[src/hw/rtl/base64url_stream_decoder_top_defines.svh]
// Assertion macros shared by the Base64 stream decoder modules.
`ifndef BASE64URL_STREAM_DECODER_TOP_DEFINES_SVH
`define BASE64URL_STREAM_DECODER_TOP_DEFINES_SVH

// Same-cycle implication, checked outside reset.
`define B64_ASSERT_NOW(label, clk, rst, cond, expr) \
   label: assert property (@(posedge clk) disable iff (rst) (cond) |-> (expr)) \
      else $error("b64 assertion failed");

// Next-cycle implication, checked outside reset.
`define B64_ASSERT_NEXT(label, clk, rst, cond, expr) \
   label: assert property (@(posedge clk) disable iff (rst) (cond) |=> (expr)) \
      else $error("b64 assertion failed");

`endif

[src/hw/rtl/b64_pkg.sv]
// Types and constants for the Base64 stream decoder.
package b64_pkg;

   localparam logic [7:0] CHAR_PAD        = 8'h3D;
   localparam logic [7:0] CHAR_PLUS       = 8'h2B;
   localparam logic [7:0] CHAR_MINUS      = 8'h2D;
   localparam logic [7:0] CHAR_SLASH      = 8'h2F;
   localparam logic [7:0] CHAR_UNDERSCORE = 8'h5F;
   localparam logic [7:0] CHAR_UPPER_A    = 8'h41;
   localparam logic [7:0] CHAR_UPPER_Z    = 8'h5A;
   localparam logic [7:0] CHAR_LOWER_A    = 8'h61;
   localparam logic [7:0] CHAR_LOWER_Z    = 8'h7A;
   localparam logic [7:0] CHAR_DIGIT_0    = 8'h30;
   localparam logic [7:0] CHAR_DIGIT_9    = 8'h39;

   localparam logic [7:0] LOWER_OFFSET = 8'd26;
   localparam logic [7:0] DIGIT_OFFSET = 8'd52;
   localparam logic [5:0] SEXTET_62    = 6'd62;
   localparam logic [5:0] SEXTET_63    = 6'd63;

   localparam logic [1:0] POS_FIRST  = 2'd0;
   localparam logic [1:0] POS_SECOND = 2'd1;
   localparam logic [1:0] POS_THIRD  = 2'd2;
   localparam logic [1:0] POS_FOURTH = 2'd3;

   typedef struct packed {
      logic [7:0] char_code;
      logic       is_last;
   } req_type;

   typedef struct packed {
      logic [7:0] data_byte;
      logic       byte_valid;
      logic       end_of_message;
      logic       decode_error;
   } rsp_type;

   typedef struct packed {
      logic       is_data;
      logic       is_pad;
      logic [5:0] sextet;
   } sextet_info_type;

endpackage

[src/hw/rtl/b64_sextet_lut.sv]
// Character classifier: maps one ASCII byte to its sextet value.
module b64_sextet_lut
   import b64_pkg::*;
(
   input  logic [7:0]      char_code,
   output sextet_info_type info
);

   logic [7:0] upper_val;
   logic [7:0] lower_val;
   logic [7:0] digit_val;

   assign upper_val = char_code - CHAR_UPPER_A;
   assign lower_val = char_code - CHAR_LOWER_A + LOWER_OFFSET;
   assign digit_val = char_code - CHAR_DIGIT_0 + DIGIT_OFFSET;

   always_comb begin
      info.is_data = 1'b0;
      info.is_pad  = 1'b0;
      info.sextet  = '0;
      if (char_code == CHAR_PAD) begin
         info.is_pad = 1'b1;
      end else if (char_code inside {[CHAR_UPPER_A:CHAR_UPPER_Z]}) begin
         info.is_data = 1'b1;
         info.sextet  = upper_val[5:0];
      end else if (char_code inside {[CHAR_LOWER_A:CHAR_LOWER_Z]}) begin
         info.is_data = 1'b1;
         info.sextet  = lower_val[5:0];
      end else if (char_code inside {[CHAR_DIGIT_0:CHAR_DIGIT_9]}) begin
         info.is_data = 1'b1;
         info.sextet  = digit_val[5:0];
      end else if (char_code inside {CHAR_PLUS, CHAR_MINUS}) begin
         info.is_data = 1'b1;
         info.sextet  = SEXTET_62;
      end else if (char_code inside {CHAR_SLASH, CHAR_UNDERSCORE}) begin
         info.is_data = 1'b1;
         info.sextet  = SEXTET_63;
      end
   end

endmodule

[src/hw/rtl/b64_decode_core.sv]
// Message state and byte assembly for one character per step.
`include "base64url_stream_decoder_top_defines.svh"

module b64_decode_core
   import b64_pkg::*;
(
   input  logic    clock,
   input  logic    reset,
   input  logic    step,
   input  req_type item,
   output logic    has_result,
   output rsp_type result
);

   sextet_info_type info;

   logic [1:0] group_position_ff;
   logic [1:0] group_position_in;
   logic [5:0] previous_sextet_ff;
   logic [5:0] previous_sextet_in;
   logic       padding_seen_ff;
   logic       padding_seen_in;
   logic       error_seen_ff;
   logic       error_seen_in;
   logic       data_seen_ff;
   logic       data_seen_in;

   logic       have_byte;
   logic [7:0] byte_val;
   logic       state_idle;

   b64_sextet_lut u_lut (
      .char_code (item.char_code),
      .info      (info)
   );

   always_comb begin
      group_position_in  = group_position_ff;
      previous_sextet_in = previous_sextet_ff;
      padding_seen_in    = padding_seen_ff;
      error_seen_in      = error_seen_ff;
      data_seen_in       = data_seen_ff;
      have_byte          = 1'b0;
      byte_val           = '0;
      if (info.is_pad) begin
         padding_seen_in = 1'b1;
      end else if (!info.is_data || padding_seen_ff) begin
         error_seen_in = 1'b1;
      end else begin
         if (!error_seen_ff) begin
            case (group_position_ff)
               POS_SECOND: begin
                  byte_val  = {previous_sextet_ff, info.sextet[5:4]};
                  have_byte = 1'b1;
               end
               POS_THIRD: begin
                  byte_val  = {previous_sextet_ff[3:0], info.sextet[5:2]};
                  have_byte = 1'b1;
               end
               POS_FOURTH: begin
                  byte_val  = {previous_sextet_ff[1:0], info.sextet};
                  have_byte = 1'b1;
               end
               default: begin
                  have_byte = 1'b0;
               end
            endcase
         end
         previous_sextet_in = info.sextet;
         group_position_in  = group_position_ff + 2'd1;
         data_seen_in       = 1'b1;
      end
   end

   assign has_result            = have_byte || item.is_last;
   assign result.data_byte      = byte_val;
   assign result.byte_valid     = have_byte;
   assign result.end_of_message = item.is_last;
   assign result.decode_error   = item.is_last &&
                                  (error_seen_in || !data_seen_in ||
                                   group_position_in == POS_SECOND);

   assign state_idle = group_position_ff == POS_FIRST && !error_seen_ff &&
                       !padding_seen_ff && !data_seen_ff;

   always_ff @(posedge clock) begin
      if (reset) begin
         group_position_ff  <= POS_FIRST;
         previous_sextet_ff <= '0;
         padding_seen_ff    <= 1'b0;
         error_seen_ff      <= 1'b0;
         data_seen_ff       <= 1'b0;
      end else if (step) begin
         if (item.is_last) begin
            group_position_ff  <= POS_FIRST;
            previous_sextet_ff <= '0;
            padding_seen_ff    <= 1'b0;
            error_seen_ff      <= 1'b0;
            data_seen_ff       <= 1'b0;
         end else begin
            group_position_ff  <= group_position_in;
            previous_sextet_ff <= previous_sextet_in;
            padding_seen_ff    <= padding_seen_in;
            error_seen_ff      <= error_seen_in;
            data_seen_ff       <= data_seen_in;
         end
      end
   end

   `B64_ASSERT_NEXT(a_clear_after_last, clock, reset, step && item.is_last, state_idle)
   `B64_ASSERT_NOW(a_no_byte_after_error, clock, reset, error_seen_ff, !result.byte_valid)
   `B64_ASSERT_NOW(a_no_byte_on_first, clock, reset, group_position_ff == POS_FIRST, !result.byte_valid)

endmodule

[src/hw/rtl/base64url_stream_decoder_top.sv]
// Top level of the Base64 stream decoder: input register, decode core, result register.
// Takes one character per clock unless stalled and decodes both the standard and the
// URL-safe Base64 alphabets, with trailing '=' padding. Every data character after
// the first of a group of four yields one byte at once while no error or padding
// has been seen; a character flagged as the last one always yields a result
// carrying end_of_message and the verdict on the whole message. Throughput is one
// item per cycle while rsp_stall does not hold the result register: the character
// register feeds a small lookup and shift into the result register. Characters
// that decode to nothing produce no result.
`include "base64url_stream_decoder_top_defines.svh"

module base64url_stream_decoder_top
   import b64_pkg::*;
(
   input  logic    clock,
   input  logic    reset,
   input  logic    req_valid,
   output logic    req_stall,
   input  req_type req_item,
   output logic    rsp_valid,
   input  logic    rsp_stall,
   output rsp_type rsp_item
);

   logic    in_valid_ff;
   logic    in_valid_in;
   req_type in_item_ff;
   logic    out_valid_ff;
   logic    out_valid_in;
   rsp_type out_item_ff;

   logic    advance;
   logic    step;
   logic    has_result;
   rsp_type result;

   assign advance   = !out_valid_ff || !rsp_stall;
   assign step      = in_valid_ff && advance;
   assign req_stall = in_valid_ff && !advance;

   assign in_valid_in  = req_stall ? in_valid_ff : req_valid;
   assign out_valid_in = advance ? (step && has_result) : out_valid_ff;

   b64_decode_core u_core (
      .clock      (clock),
      .reset      (reset),
      .step       (step),
      .item       (in_item_ff),
      .has_result (has_result),
      .result     (result)
   );

   always_ff @(posedge clock) begin
      if (reset) begin
         in_valid_ff  <= 1'b0;
         out_valid_ff <= 1'b0;
      end else begin
         in_valid_ff  <= in_valid_in;
         out_valid_ff <= out_valid_in;
      end
   end

   always_ff @(posedge clock) begin
      if (req_valid && !req_stall) begin
         in_item_ff <= req_item;
      end
      if (step && has_result) begin
         out_item_ff <= result;
      end
   end

   assign rsp_valid = out_valid_ff;
   assign rsp_item  = out_item_ff;

   `B64_ASSERT_NOW(a_stall_only_when_blocked, clock, reset, req_stall, in_valid_ff && out_valid_ff && rsp_stall)
   `B64_ASSERT_NOW(a_result_has_content, clock, reset, rsp_valid, rsp_item.byte_valid || rsp_item.end_of_message)
   `B64_ASSERT_NOW(a_error_only_at_end, clock, reset, rsp_valid && !rsp_item.end_of_message, !rsp_item.decode_error)

endmodule
[config.mk]
export PLATFORM = sky130hd
export DESIGN_NAME = base64url_stream_decoder_top
export DESIGN_NICKNAME = d
export VERILOG_FILES = /design/src/hw/rtl/b64_pkg.sv /design/src/hw/rtl/b64_sextet_lut.sv /design/src/hw/rtl/b64_decode_core.sv /design/src/hw/rtl/base64url_stream_decoder_top.sv
export VERILOG_INCLUDE_DIRS = /design/src /design/src/hw/rtl
export SDC_FILE = /design/constraint.sdc
export NUM_CORES = 1
export LEC_CHECK = 0
export BUFFER_PORTS_ARGS = -buffer_cell sky130_fd_sc_hd__buf_2
export CAP_MARGIN = 25
export CORE_MARGIN = 10
export CORE_UTILIZATION = 50
export DETAILED_ROUTE_END_ITERATION = 12
export PLACE_DENSITY = 0.71
export SYNTH_ARGS = -nofsm -noshare
export SYNTH_HDL_FRONTEND = slang
export SYNTH_SLANG_ARGS = --single-unit
[constraint.sdc]
create_clock -name clock -period 4.12 [get_ports clock]
set_clock_uncertainty 0.2 [all_clocks]
set_input_delay 0.824 -clock clock [delete_from_list [all_inputs] [get_ports clock]]
set_output_delay 0.824 -clock clock [all_outputs]
set_load 0.03 [all_outputs]
==> metrics <==
status=completed; Post-DP Area=2090 um2; Peak VDD IR=0.000245 V; die width=81.9 um; Starting DRT DRC Count=244; slew at the pin closest to its max-slew limit=668 ps; antenna-violating nets left=0; DIE AREA=6710 um2; post-synth net total=218; TritonCTS clock tree=done; Post-synth ARST share=0%; Inserted Clock Buffers=5; Flop pwr share=53.9%; CTS Buffer Depth=2; reg2reg start=in_item_ff[3]; Worst Reg-to-Reg Cells=9; fmax=264 MHz; Synth Area in XOR/XNOR=2.28%; Worst path max stage delay=550 ps; clock share of power=34.0%; gr usage total=13.6%; r2r setup slk=340 ps; Hold Path Sink=u_core.data_seen_ff; routability cong.=0.939; area of the multi-input gates=976 um2; drc violations=0; Fillers=319; largest family of logic cells by synthesized area=compound AO/OA/AOI/OAI gates; P_int=0.000509 W; fin area=2180 um2; min Tclk post-route=3780 ps; final period utilization=91.9%; dpl cells=262; R2R Path End=rsp_item[4]; layout cells sized above 1=18.9%; Hold Crit Depth=1; ys flop type=edfxtp_1; MaxCap Viol Count=0; Post-Synth Adder-Cell Area=8.49%; largest net degree at the start of global routing=12; initial antenna violation count=0; I/O Buffers=25; vias after detailed routing=1,666; RSZ-0062 raised after global routing=false; Yosys top cell area share=31.3%; clock root cell=clkbuf_8; post-synthesis compound-gate area fraction=21.2%; HPWL Detailed=3390 um; clock sinks=33; Core Area=3690 um2; vias in the first global route=1,569; FF+latch area=861 um2; Cells after Synth=192; critical path class=flop to flop; vias per std cell=6.17; Yosys warning total=0; die height=81.9 um; switching share of power=26.2%; Mapped Area=1920 um2; Starting Density=52.0%; worst-skew pair later-pin latency=280 ps; CTS H-tree lvls=2; power density over the cells=316 nW/um2; largest area contributor in the netlist=edfxtp_1; hold_sp=u_core.data_seen_ff; GRT overflow=0; post-synthesis simple-gate area fraction=18.4%; CTS Hold Bufs=0; Cell Count, Final, Fillers Out=270; Slew headroom=55.3%; CP arrival=3570 ps; number of setup buffers added after CTS=0; Post-synth EDFFs=20; Leakage=0.840 nW; Crit Path Max Fanout=10; setup_tns=0 ps; synthesized flop and latch total=33; final setup vio count=0; worst path cell trace=inv_1 -> ha_1 -> a21o_1 -> and2_1 -> a311o_1 -> a211o_1 -> or3_1 -> a21oi_1 -> buf_4; # diodes=0; Top-Level Pins=26; post-synthesis sequential area ratio=44.9%; post-detailed-routing wire length=4410 um; nets@finish=247; drt wl/cell=16.3 um; clock slew at reported path FFs=70 ps; data required time of the critical path=3910 ps; DR pass1 iterations=5; Yosys cell types=49; Final Hold Fails=0; Resize count post-CTS=0; slowest cell on the critical path=edfxtp_1; Rows=22; switching pwr=0.000181 W; mux share of post-synthesis cell area=0.522%; CP Capture Type=flop; Hold Path Class=flop to flop; top post-synthesis cells by area=edfxtp_1, dfxtp_1, ha_1; Combinational Power Share=12.0%; type of origin of the critical path=flop; Area growth syn-to-layout=13.7%; average size of a mapped cell=9.98 um2; first-pass GRT wire length=7310 um; max-slew violation count=0
[cell usage after synthesis, drive strengths merged, types with 3 or more instances]
library cell  instances
and2                  3
edfxtp               20
o21ai                 5
xnor2                 4
a211oi                3
inv                  11
nor2b                 6
a31oi                 3
a21oi                12
o31ai                 3
nor2                 20
nand3b                4
dfxtp                13
nand2                 8
nand3                 8
a22oi                10
a222oi                5
buf                   6
ha                   13
and3                  4
nor3                  4
[metal layers]
metal | share of wire (%) | vias up | GRT usage, %
met3 | 8.2 | 11 | 3.28
met4 | 2.1 | 0 | 5.95
met5 | 0 | - | 0
met2 | 46 | 98 | 20.6
met1 | 44 | 779 | 17.9
li1 | - | 778 | -
[how the worst max path moves through the flow]
| stage | start | endpoint | slack, ps | depth (start not counted) |
|---|---|---|---|---|
| 2_1_floorplan | in_item_ff[3] | rsp_item[0] | 600 | 10 |
| 3_3_place_gp | in_item_ff[3] | rsp_item[3] | 530 | 9 |
| 3_5_place_dp | in_item_ff[3] | rsp_item[7] | 380 | 9 |
| 4_1_cts | in_item_ff[3] | rsp_item[7] | 370 | 9 |
| 5_1_grt | in_item_ff[3] | rsp_item[3] | 140 | 9 |
| 6_report | in_item_ff[3] | rsp_item[4] | 340 | 9 |
[stage by stage]
stage	total power, W	utilization, %	hold WS, ps	setup WS [ps]
5_1_grt	0.000723	59.1	306	141
3_3_place_gp	0.000459	56.8	259	526
6_report	0.000689	59.1	279	335
3_5_place_dp	0.000460	56.8	259	384
4_1_cts	0.000691	59.1	276	367
2_1_floorplan	0.000435	-	241	597
[sequential cells by signal (all words and copies together), names as in the netlist]
register / flops
u_core.group_position_ff: 2
u_core.error_seen_ff: 1
u_core.data_seen_ff: 1
u_core.padding_seen_ff: 1
rsp_valid: 1
in_valid_ff: 1
u_core.previous_sextet_ff: 6
in_item_ff: 9
rsp_item: 11
[final cells by class]
class / instances / share of cell area (%)
inverters: 11 / 1.89
repair buffers: 29 / 7.12
well taps: 48 / 2.76
clock buffers: 5 / 3.16
clock inverters: 3 / 0.804
multi-input cells: 141 / 44.8
flip-flops and latches: 33 / 39.5
[power by group through the flow]
stage / clock (W) / sequential (W) / combinational (W)
after floorplan: 0 / 0.000380 / 0.0000550
after global placement: 0 / 0.000378 / 0.0000812
after detailed placement: 0 / 0.000379 / 0.0000812
after CTS: 0.000238 / 0.000372 / 0.0000817
after global routing: 0.000258 / 0.000373 / 0.0000918
final: 0.000234 / 0.000372 / 0.0000830
[critical path: cells and delay by family (launching register included)]
kind | cells | cell delay (ps)
compound gates | 4 | 1370
fa+ha+maj | 1 | 280
buf+inv | 2 | 410
flops | 1 | 550
simple gates | 2 | 680
[logic make-up (layout without fill, tap and decap cells)]
| logic type | Yosys count | in the layout |
|---|---|---|
| AND/OR/NAND/NOR | 66 | 66 |
| flip-flops | 33 | 33 |
| adder cells (fa/ha/maj) | 13 | 13 |
| buffers and inverters | 18 | 48 |
| multiplexers | 1 | 1 |
| XOR/XNOR | 5 | 5 |
| AO/OA/AOI/OAI | 56 | 56 |
[placed cells by master (no fill, tap or decap), types with 5 or more instances in the layout]
cell      synthesis  routed
nor2b_1           6       6
ha_1             13      13
nand3_1           8       8
a21oi_1          11      11
dfxtp_1          13      13
clkbuf_8          0       5
nor2_1           20      20
nand2_1           8       8
a222oi_1          5       5
buf_2             1      25
inv_1            10      10
a22oi_1          10      10
edfxtp_1         20      20
(Power assumes the default switching activity.)
